--- config.mk ---
export PLATFORM = sky130hd
export DESIGN_NAME = chmb_mac
export DESIGN_NICKNAME = d
export VERILOG_FILES = /design/src/rtl/core/chmb_pkg.sv /design/src/rtl/core/chmb_mac.sv
export SDC_FILE = /design/constraint.sdc
export NUM_CORES = 2
export LEC_CHECK = 0
export BUFFER_PORTS_ARGS = -buffer_cell sky130_fd_sc_hd__buf_2
export CAP_MARGIN = 20
export CORE_MARGIN = 4
export CORE_UTILIZATION = 55
export CTS_CLUSTER_SIZE = 8
export DETAILED_ROUTE_END_ITERATION = 8
export PLACE_DENSITY = 0.82
export SKIP_LAST_GASP = 1
export SLEW_MARGIN = 40
export SYNTH_ARGS = -nofsm -noshare
export SYNTH_HDL_FRONTEND = slang
export SYNTH_SLANG_ARGS = --single-unit
--- constraint.sdc ---
create_clock -name clk -period 12.9 [get_ports clk]
set_input_delay 1.935 -clock clk [delete_from_list [all_inputs] [get_ports clk]]
set_output_delay 1.935 -clock clk [all_outputs]
set_load 0.05 [all_outputs]
--- src/rtl/core/chmb_pkg.sv ---
`timescale 1ns / 1ps
// ----------------------------------------------------------------------------
// chmb_pkg
// Shared types and constants for the convex hull / minimum breadth block.
// ----------------------------------------------------------------------------
package chmb_pkg;

	localparam int MAX_POINTS_DEF = 64;
	localparam int COORD_BITS_DEF = 20;
	localparam int FRAC_BITS_DEF  = 8;
	localparam int BREADTH_BITS   = 29;

	// shift applied to a product before it enters the accumulator
	typedef enum logic [1:0] {
		SH_NONE,
		SH_LO,
		SH_MID,
		SH_HI
	} mac_sh_t;

	typedef struct packed {
		logic    en;
		logic    clr;
		logic    sub;
		mac_sh_t sh;
	} mac_ctl_t;

	typedef enum logic [2:0] {
		RT_IDLE,
		RT_DIV,
		RT_PREP,
		RT_SQRT,
		RT_DONE
	} root_state_t;

	typedef struct packed {
		logic busy;
		logic done;
	} root_stat_t;

	typedef enum logic [5:0] {
		S_LOAD,
		S_SORT_I,
		S_SORT_V,
		S_SORT_CMP,
		S_SORT_PUT,
		S_SEL,
		S_COPY_RD,
		S_COPY_WR,
		S_CH_RD,
		S_CH_GET,
		S_UP_TEST,
		S_UP_O,
		S_UP_A,
		S_UP_C1,
		S_UP_C2,
		S_UP_DEC,
		S_UP_PUSH,
		S_DN_TEST,
		S_DN_O,
		S_DN_A,
		S_DN_C1,
		S_DN_C2,
		S_DN_DEC,
		S_DN_PUSH,
		S_MRG_RD,
		S_MRG_WR,
		S_B_EDGE,
		S_B_RB,
		S_B_LB,
		S_B_L1,
		S_B_L2,
		S_B_LCHK,
		S_B_RK,
		S_B_K,
		S_B_C1,
		S_B_C2,
		S_B_CMAX,
		S_B_SQ1,
		S_B_SQ2,
		S_B_SQ3,
		S_B_ROOT,
		S_B_WAIT,
		S_E_RD,
		S_E_WAIT
	} seq_state_t;

endpackage

--- src/rtl/core/chmb_mac.sv ---
`timescale 1ns / 1ps
// ----------------------------------------------------------------------------
// chmb_mac
// Shared signed multiply-accumulate unit: one product per cycle while ctl.en
// is set, shifted and added to or subtracted from a wide accumulator.
// ----------------------------------------------------------------------------
module chmb_mac #(
	parameter int COORD_BITS = chmb_pkg::COORD_BITS_DEF,
	parameter int FRAC_BITS  = chmb_pkg::FRAC_BITS_DEF
) (
	input  logic                                  clk,
	input  chmb_pkg::mac_ctl_t                    ctl,
	input  logic signed [COORD_BITS+1:0]          ma,
	input  logic signed [COORD_BITS+1:0]          mb,
	output logic signed [4*COORD_BITS+4+2*FRAC_BITS:0] acc
);
	import chmb_pkg::*;

	localparam int MW  = COORD_BITS + 2;
	localparam int H   = COORD_BITS + 1;
	localparam int CMW = 2 * H;
	localparam int ACW = 2 * CMW + 2 * FRAC_BITS + 1;

	logic signed [2*MW-1:0] prod;
	logic signed [ACW-1:0]  term;
	logic signed [ACW-1:0]  base;
	logic signed [ACW-1:0]  acc_q;

	assign prod = ma * mb;

	always_comb begin
		case (ctl.sh)
			SH_LO:   term = ACW'(prod) <<< (2 * FRAC_BITS);
			SH_MID:  term = ACW'(prod) <<< (H + 1 + 2 * FRAC_BITS);
			SH_HI:   term = ACW'(prod) <<< (2 * H + 2 * FRAC_BITS);
			default: term = ACW'(prod);
		endcase
		base = ctl.clr ? '0 : acc_q;
	end

	always_ff @(posedge clk) begin
		if (ctl.en) begin
			acc_q <= ctl.sub ? (base - term) : (base + term);
		end
	end

	assign acc = acc_q;

endmodule

==> metrics.txt <==
status=finished, final reports clean; slew margin rel.=0.394; max FFs per register=101; I/O pin count=151; final core occ=0.682; vias per inst=5.94; #FFs+latches synth=101; main area contributors after synthesis=fa_1, edfxtp_1, ha_1; Pins Over Slew Limit=0; routed wire length=109 mm; placed insts=5339; Yosys warning count=0; Mapped Nets=4732; Sink Count=101; post-synth top area share=0.307; first-pass GRT wire length=173 mm; CTS buffer count=9; Area Overhead vs Synth=22.8%; fin crit period=12.81 ns; Worst Hold Class=reg -> reg; fraction of layout cells with a size suffix above 1=0.228; CP max stage cell=fa_2; DR iter-0 viols=3082; CTS tree=done; kind of critical path=in -> reg; Routed Antenna Nets=0; top_reg_cell synth=edfxtp_1; Root Buffer=clkbuf_16; TritonRoute pass-1 iters=6; H-tree levels=3; CP delay by family, top=adder cells; WP data required=13.03 ns; vias in the first global route=33200; final hold violation count=0; crit path capture type=flop; Die X=252 µm; GRT Total Usage=0.338; RSZ-0062 raised after global routing=true; sequential fraction of the synthesis area=0.0925; commonest non-fill, non-tap cell in the layout=buf_4; clock skew=0.0183 ns; final cell count without fillers=5375; syn_area_per_cell=8.31 µm²; synthesized instance count=3944; chip height=252 µm; CORE AREA=59000 µm²; routed len/inst=20.4 µm; antenna violations before repair=3; most frequent cells in the layout=buf_4, inv_1, nand2_1, fa_1, ha_1; delay of the slowest critical-path stage=0.60 ns; leading area contributor after synthesis=fa_1; Worst Tran Pin Value=0.903 ns; crit share post-route=0.993; setup violators final=0; full die area=63600 µm²; CTS clk-pin slew, worst paths=0.08 ns; Synth async-reset ratio=0; Crit path buffers/inverters=6; Final Net Count=5384; Initial Util=0.555; post-synthesis cell type count=98; Core Rows=89; GPL Wtd Cong=1.06; startpoint types=primary input; port bufs=150; HPWL Detailed=90.6 mm; f_max=0.0781 GHz; Clk Latency, worst-skew pair=0.38 ns; synthesized area=32800 µm²; drt drc=0; Worst Path Arrival=12.94 ns; Max Cap Violations=0; Post-synth EDFFs=101; maximum root-to-sink buffer count=2; Worst Path Max Fanout=10; GRT Residual Overflow=0; DR vias=31900; largest net degree at the start of global routing=70
cells by family after synthesis:
kind of cell,share of synthesized area
mux,0.00439
compound gates,0.157
simple gates,0.200
xor+xnor,0.0604
flops,0.0925
fa+ha+maj,0.397
buf+inv,0.0893
path summary, 6_finish.rpt:
kind / startpoint / to / slack, ns / cells after the start
setup / recovery: mb[15] / acc[88]$_DFFE_PP_ / 0.09 / 44
hold / removal: acc[0]$_DFFE_PP_ / acc[0]$_DFFE_PP_ / 0.85 / 3
setup reg to reg: acc[0]$_DFFE_PP_ / acc[88]$_DFFE_PP_ / 8.14 / 20
hold reg to reg: acc[0]$_DFFE_PP_ / acc[0]$_DFFE_PP_ / 0.85 / 3
layout make-up:
| type | count | area, µm² |
|---|---|---|
| antenna | 1 | 2.50 |
| clock buffer | 10 | 229 |
| clock inverter | 6 | 38.8 |
| fill | 4538 | 18800 |
| inverter | 560 | 2110 |
| multi-input combinational | 3070 | 27700 |
| sequential | 101 | 3030 |
| tap | 773 | 967 |
| timing repair buffer | 854 | 6210 |
tightest hold or removal path, cell delays in order (launching register included):
cell and delay (ns):
edfxtp_1 0.44, nand2b_1 0.11, ha_1 0.11, inv_1 0.04
synthesized netlist by cell type (all sizes together) (27+ instances only):
cell type	instances
xnor2	131
o211ai	27
ha	236
and3	28
o21ai	142
and2	211
nor2	178
nor3	37
o21a	27
xor2	95
a21o	95
fa	502
clkbuf	196
nor2b	121
nand2b	32
nand3	62
nand4	34
a31oi	44
inv	560
nand2	506
edfxtp	101
a21oi	239
repair_timing:
item | CTS | global route
gates resized for setup | 17 | 179
setup buffers | 1 | 19
hold buffers | 0 | 0
setup endpoints to repair | 5 | 24
pin swaps | 1 | 88
endpoints found under the hold margin | 0 | 0
per-layer routing:
metal	part of all wire	track usage	vias to the layer above	wire length, µm
li1	-	-	14300	-
met1	0.39	0.446	15500	42500
met2	0.47	0.561	1690	51500
met3	0.087	0.0509	452	9570
met4	0.053	0.142	6	5840
met5	0.00044	0	-	48
metrics by stage:
stage | TNS, ns | setup WS [ns] | area (µm²) | hold WS, ns
floorplan | 0 | 0.00226 | 32800 | 1.04
global placement | -2.56 | -0.551 | 38900 | 0.831
detailed placement | -3.96 | -0.679 | 38900 | 0.853
CTS | 0 | 0.0293 | 39300 | 0.864
global route | -0.661 | -0.229 | 40200 | 0.924
finish | 0 | 0.0932 | 40200 | 0.853
Power is left out: the tool's default activity adds up to more than one toggle a clock period on the data nets, which glitch-free logic cannot reach.
