<file path="src/rtl/core/chmb_pkg.sv">
`timescale 1ns / 1ps
// ----------------------------------------------------------------------------
// chmb_pkg
// Shared types and constants for the convex hull / minimum breadth block.
// ----------------------------------------------------------------------------
package chmb_pkg;

	localparam int MAX_POINTS_DEF = 64;
	localparam int COORD_BITS_DEF = 20;
	localparam int FRAC_BITS_DEF  = 8;
	localparam int BREADTH_BITS   = 29;

	// shift applied to a product before it enters the accumulator
	typedef enum logic [1:0] {
		SH_NONE,
		SH_LO,
		SH_MID,
		SH_HI
	} mac_sh_t;

	typedef struct packed {
		logic    en;
		logic    clr;
		logic    sub;
		mac_sh_t sh;
	} mac_ctl_t;

	typedef enum logic [2:0] {
		RT_IDLE,
		RT_DIV,
		RT_PREP,
		RT_SQRT,
		RT_DONE
	} root_state_t;

	typedef struct packed {
		logic busy;
		logic done;
	} root_stat_t;

	typedef enum logic [5:0] {
		S_LOAD,
		S_SORT_I,
		S_SORT_V,
		S_SORT_CMP,
		S_SORT_PUT,
		S_SEL,
		S_COPY_RD,
		S_COPY_WR,
		S_CH_RD,
		S_CH_GET,
		S_UP_TEST,
		S_UP_O,
		S_UP_A,
		S_UP_C1,
		S_UP_C2,
		S_UP_DEC,
		S_UP_PUSH,
		S_DN_TEST,
		S_DN_O,
		S_DN_A,
		S_DN_C1,
		S_DN_C2,
		S_DN_DEC,
		S_DN_PUSH,
		S_MRG_RD,
		S_MRG_WR,
		S_B_EDGE,
		S_B_RB,
		S_B_LB,
		S_B_L1,
		S_B_L2,
		S_B_LCHK,
		S_B_RK,
		S_B_K,
		S_B_C1,
		S_B_C2,
		S_B_CMAX,
		S_B_SQ1,
		S_B_SQ2,
		S_B_SQ3,
		S_B_ROOT,
		S_B_WAIT,
		S_E_RD,
		S_E_WAIT
	} seq_state_t;

endpackage

</file>
<file path="src/rtl/core/chmb_root.sv">
`timescale 1ns / 1ps
// ----------------------------------------------------------------------------
// chmb_root
// Iterative floor(sqrt(dividend / divisor)): restoring divide one bit per
// cycle, then a digit-by-digit square root, saturated to the breadth width.
// ----------------------------------------------------------------------------
module chmb_root #(
	parameter int COORD_BITS = chmb_pkg::COORD_BITS_DEF,
	parameter int FRAC_BITS  = chmb_pkg::FRAC_BITS_DEF
) (
	input  logic                                     clk,
	input  logic                                     arst_n,
	input  logic                                     start,
	input  logic [4*COORD_BITS+3+2*FRAC_BITS:0]      dividend,
	input  logic [2*COORD_BITS:0]                    divisor,
	output chmb_pkg::root_stat_t                     stat,
	output logic [chmb_pkg::BREADTH_BITS-1:0]        root
);
	import chmb_pkg::*;

	localparam int BW  = BREADTH_BITS;
	localparam int LW  = 2 * COORD_BITS + 1;
	localparam int CQW = 4 * COORD_BITS + 4 + 2 * FRAC_BITS;
	localparam int DQW = (CQW > 2 * BW) ? CQW : 2 * BW;
	localparam int CTW = $clog2(DQW + 1);

	root_state_t       state_q, state_d;
	logic [DQW-1:0]    num_q, num_d;
	logic [LW-1:0]     div_q, div_d;
	logic [LW-1:0]     rem_q, rem_d;
	logic [2*BW-1:0]   rad_q, rad_d;
	logic [BW+1:0]     srem_q, srem_d;
	logic [BW-1:0]     res_q, res_d;
	logic              sat_q, sat_d;
	logic [CTW-1:0]    cnt_q, cnt_d;
	logic [LW:0]       t_div, d_div;
	logic [BW+3:0]     t_sq, trial, d_sq;
	logic              ge_div, ge_sq;

	always_ff @(posedge clk or negedge arst_n) begin
		if (!arst_n) begin
			state_q <= RT_IDLE;
		end else begin
			state_q <= state_d;
		end
	end

	always_ff @(posedge clk) begin
		num_q  <= num_d;
		div_q  <= div_d;
		rem_q  <= rem_d;
		rad_q  <= rad_d;
		srem_q <= srem_d;
		res_q  <= res_d;
		sat_q  <= sat_d;
		cnt_q  <= cnt_d;
	end

	always_comb begin
		state_d = state_q;
		num_d   = num_q;
		div_d   = div_q;
		rem_d   = rem_q;
		rad_d   = rad_q;
		srem_d  = srem_q;
		res_d   = res_q;
		sat_d   = sat_q;
		cnt_d   = cnt_q;
		t_div   = {rem_q, num_q[DQW-1]};
		d_div   = t_div - {1'b0, div_q};
		ge_div  = t_div >= {1'b0, div_q};
		t_sq    = {srem_q, rad_q[2*BW-1 -: 2]};
		trial   = (BW + 4)'({res_q, 2'b01});
		d_sq    = t_sq - trial;
		ge_sq   = t_sq >= trial;
		stat.busy = (state_q != RT_IDLE);
		stat.done = 1'b0;
		case (state_q)
			RT_IDLE: begin
				if (start) begin
					num_d   = DQW'(dividend);
					div_d   = divisor;
					rem_d   = '0;
					cnt_d   = '0;
					state_d = RT_DIV;
				end
			end
			RT_DIV: begin
				rem_d = ge_div ? d_div[LW-1:0] : t_div[LW-1:0];
				num_d = {num_q[DQW-2:0], ge_div};
				cnt_d = cnt_q + 1'b1;
				if (cnt_q == CTW'(DQW - 1)) begin
					state_d = RT_PREP;
				end
			end
			RT_PREP: begin
				sat_d   = (num_q >> (2 * BW)) != '0;
				rad_d   = num_q[2*BW-1:0];
				srem_d  = '0;
				res_d   = '0;
				cnt_d   = '0;
				state_d = RT_SQRT;
			end
			RT_SQRT: begin
				srem_d = ge_sq ? d_sq[BW+1:0] : t_sq[BW+1:0];
				res_d  = {res_q[BW-2:0], ge_sq};
				rad_d  = {rad_q[2*BW-3:0], 2'b00};
				cnt_d  = cnt_q + 1'b1;
				if (cnt_q == CTW'(BW - 1)) begin
					state_d = RT_DONE;
				end
			end
			RT_DONE: begin
				stat.done = 1'b1;
				state_d   = RT_IDLE;
			end
			default: begin
				state_d = RT_IDLE;
			end
		endcase
	end

	assign root = sat_q ? {BW{1'b1}} : res_q;

endmodule

</file>
<file path="config.mk">
export PLATFORM = sky130hd
export DESIGN_NAME = chmb_root
export DESIGN_NICKNAME = d
export VERILOG_FILES = /design/src/rtl/core/chmb_pkg.sv /design/src/rtl/core/chmb_root.sv
export SDC_FILE = /design/constraint.sdc
export NUM_CORES = 1
export LEC_CHECK = 0
export BUFFER_PORTS_ARGS = -buffer_cell sky130_fd_sc_hd__buf_2
export CORE_ASPECT_RATIO = 0.6
export CORE_MARGIN = 2
export CORE_UTILIZATION = 60
export DETAILED_ROUTE_END_ITERATION = 7
export PLACE_DENSITY = 0.81
export SETUP_SLACK_MARGIN = 0.2
export SLEW_MARGIN = 20
export SYNTH_ARGS = -nofsm -noshare
export SYNTH_HDL_FRONTEND = slang
export SYNTH_SLANG_ARGS = --single-unit
</file>
<file path="constraint.sdc">
create_clock -name clk -period 21.9 [get_ports clk]
set_clock_uncertainty 0.1 [all_clocks]
set_input_delay 2.19 -clock clk [delete_from_list [all_inputs] [get_ports clk]]
set_output_delay 2.19 -clock clk [all_outputs]
set_load 0.03 [all_outputs]
</file>
==> flow_summary_export.csv <==
group,metric,value,unit
layout,area_growth_syn_to_layout,11.7,%
critical_path,end_kind,"primary output",
place,numPortBuffers,174,
synth,yosys_warnings,0,
detailed_routing,routedWlPerCell,16.5,um
sta,worstMarginPinSlew,1.09,ns
floorplan,start_util,0.617,
global_route,grt_max_degree,101,
floorplan,io_pins,175,
detailed_routing,drc,0,
sta,drv_slew,0,
synth,synthArstFlopShare,0.00965,
synth,synth_top_family_by_area,"simple AND/OR/NAND/NOR gates",
sta,rsz0062_at_grt,"false",
critical_path,arrival,1.94,ns
layout,fillCellCount,2215,
flow_run,drv_cap,0,
pwr,ir_drop,0.0000879,V
sta,setup_viol,0,
floorplan,die_area,0.0301,mm2
layout,multi_input_area,0.00726,mm2
layout,layout_commonest_cell,"nand2_1",
critical_path,path_class,"flip-flop to primary output",
detailed_routing,wl_met2,15600,um
synth,ys_seq_elements,311,
detailed_routing,postRouteAntennaNets,0,
pwr,p_seq_frac,0.350,
clocking,post-cts-setup-buffer-count,0,
pwr,p_clk_frac,0.139,
pwr,power_density,183,mW/mm2
clocking,clk_latency,0.59,ns
sta,hold_viol,0,
critical_path,cp_max_fo,29,
global_route,antenna_found_initial,0,
detailed_routing,top_layer_used,"met4",
detailed_routing,dr_wl_met3,3130,um
critical_path,critPathRequiredTime,19.61,ns
sta,layout_setup_ws,17.67,ns
sta,max_clock_freq,236,MHz
clocking,htreeDepth,1,
floorplan,die_h,135,um
pwr,internal_power,0.00199,W
place,gp_congestion,0.942,
global_route,grt.overflow.total,0,
synth,yosysSeqAreaShare,0.542,
clocking,ctsHoldBuffers,0,
global_route,grt_pass1_vias,12300,
synth,muxShareOfSynthArea,0.00349,
synth,synth_ff_type,"edfxtp_1",
synth,synth-edff-count,308,
synth,synth_fa_ha_area_frac,0.0550,
detailed_routing,wl_met1,19100,um
floorplan,core,0.0279,mm2
clocking,path_clk_slew,0.07,ns
clocking,ctsResizeCount,0,
clocking,tritoncts,"yes",
status,status,"finished, final reports clean",
sta,post-route-min-period,4.23,ns
synth,synth.avg_cell_area,9.48,um2
floorplan,rows,47,
global_route,grt_usage,0.256,
place,dpl.hpwl,27000,um
layout,nets,2166,
layout,num_antenna_cells,0,
layout,mostFrequentLayoutCells,"nand2_1 (591), edfxtp_1 (308), buf_2 (174), nor2_1 (133), a21oi_1 (123)",
global_route,grt_pass1_wl,62700,um
clocking,root_buffer,"clkbuf_16",
min_path,hp-class,"flip-flop to flip-flop",
pwr,comb_power_share,0.511,
detailed_routing,first_iter_violations,1532,
synth,synthCells,1815,
clocking,clock_path_buffers,3,
layout,register_area,0.00932,mm2
critical_path,start_kind,"flip-flop",
floorplan,die_w,223,um
layout,utilization,0.690,
pwr,power.switching,0.00152,W
sta,slew-limit-headroom,0.273,
synth,syn_area,0.0172,mm2
synth,ys_types,74,
detailed_routing,vias,13300,
sta,period_share,0.193,
synth,synth-simple-area-share,0.214,
sta,final.setup.tns,0,ns
detailed_routing,wl,38600,um
detailed_routing,avgViaCountPerCell,5.72,
synth,synth-compound-area-share,0.112,
clocking,clock_sinks,311,
place,pre_cts_ws,17.46,ns
pwr,leakage,8.29,nW
synth,synth_fp_nets,2034,
clocking,cts_made_buffers,29,
pwr,p_sw_frac,0.433,
layout,drive_gt1_frac,0.141,
synth,synth_xor_area_frac,0.0336,
detailed_routing,first_pass_iters,5,
[cell usage after synthesis, types with 4 or more instances]
master      n  share of area
or2_2      31          0.011
edfxtp_1  308           0.54
nand4_1    16         0.0058
or3_1       8         0.0029
o21a_1     14         0.0061
o31ai_1     7         0.0031
a31o_2      4         0.0020
nand2b_1    6         0.0022
mux2i_1     6         0.0035
nor2b_1     9         0.0033
nor2_1    137          0.030
o211ai_1   11         0.0048
nand2_1   593           0.13
xnor2_1    37          0.019
xor2_1     29          0.015
ha_1       74          0.054
a21oi_1   123          0.036
buf_1       9         0.0020
o211a_1     4         0.0023
inv_1      87          0.019
o21ai_0    45          0.013
a21o_1     25          0.011
o21bai_1    4         0.0017
nand3_1    22         0.0064
buf_2       7         0.0020
and3_1      8         0.0029
buf_4       5         0.0022
nor3_1     22         0.0064
and2_1      6         0.0022
clkbuf_1   60          0.013
a211oi_1   17         0.0074
nor4_1     13         0.0047
a31oi_1     7         0.0025
[registers in the layout, summed over array words and instances, names as in the netlist]
signal,flops
sat_q,1
div_q,41
rem_q,41
num_q,100
srem_q,31
res_q,29
cnt_q,7
rad_q,58
state_q,3
[power groups by stage]
stage	sequential, W	clock, W	combinational [W]
after floorplan	0.00125	0	0.00140
after global placement	0.00122	0	0.00171
after detailed placement	0.00123	0	0.00177
after CTS	0.00123	0.000495	0.00178
after global routing	0.00126	0.000518	0.00201
final	0.00123	0.000488	0.00179
[per-layer routing]
metal,up-vias,track usage
li1,6530,-
met1,6172,0.414
met2,573,0.355
met3,61,0.0458
met4,0,0.0634
met5,-,0
[cell type report]
cell class                 instances  area share
clock inverter                    15     0.00703
inverter                          88      0.0172
sequential                       311       0.485
multi-input combinational       1332       0.378
tap                              367      0.0239
timing repair buffer             185      0.0502
clock buffer                      35      0.0389
[critical path: stages, from the launching register on]
cell and delay (ns):
edfxtp_1 0.72, or2_2 0.44, buf_2 0.18
[cell families (layout without fill, tap and decap cells)]
kind of cell    Yosys count  after routing
xor+xnor                 66             66
fa+ha+maj                75             75
mux                       6              6
flops                   311            311
simple gates            885            885
buf+inv                 172            323
compound gates          300            300
[path summary, 6_finish.rpt]
| path | start | endpoint | slack, ns | cells after the start |
|---|---|---|---|---|
| max | sat_q$_DFFE_PP_ | root[9] | 17.67 | 2 |
| min | rad_q[19]$_DFFE_PP_ | rad_q[21]$_DFFE_PP_ | 0.41 | 2 |
| max reg2reg | num_q[99]$_DFFE_PP_ | rem_q[14]$_SDFFCE_PN0P_ | 17.71 | 14 |
| min reg2reg | rad_q[19]$_DFFE_PP_ | rad_q[21]$_DFFE_PP_ | 0.41 | 2 |
| max in group asynchronous | arst_n | state_q[1]$_DFFE_PN0P_ | 20.29 | 1 |
| min in group asynchronous | arst_n | state_q[2]$_DFFE_PN0P_ | 1.29 | 1 |
[through the flow]
step	hold WS [ns]	instances	power, W	instance area, um2
2_1_floorplan	0.384	1815	0.00265	17200
3_3_place_gp	0.389	2282	0.00293	18300
3_5_place_dp	0.391	2283	0.00300	18300
4_1_cts	0.409	2333	0.00350	19200
5_1_grt	0.416	2333	0.00378	19200
6_report	0.412	2333	0.00351	19200
Note: power is estimated with default switching activity, not from simulation.
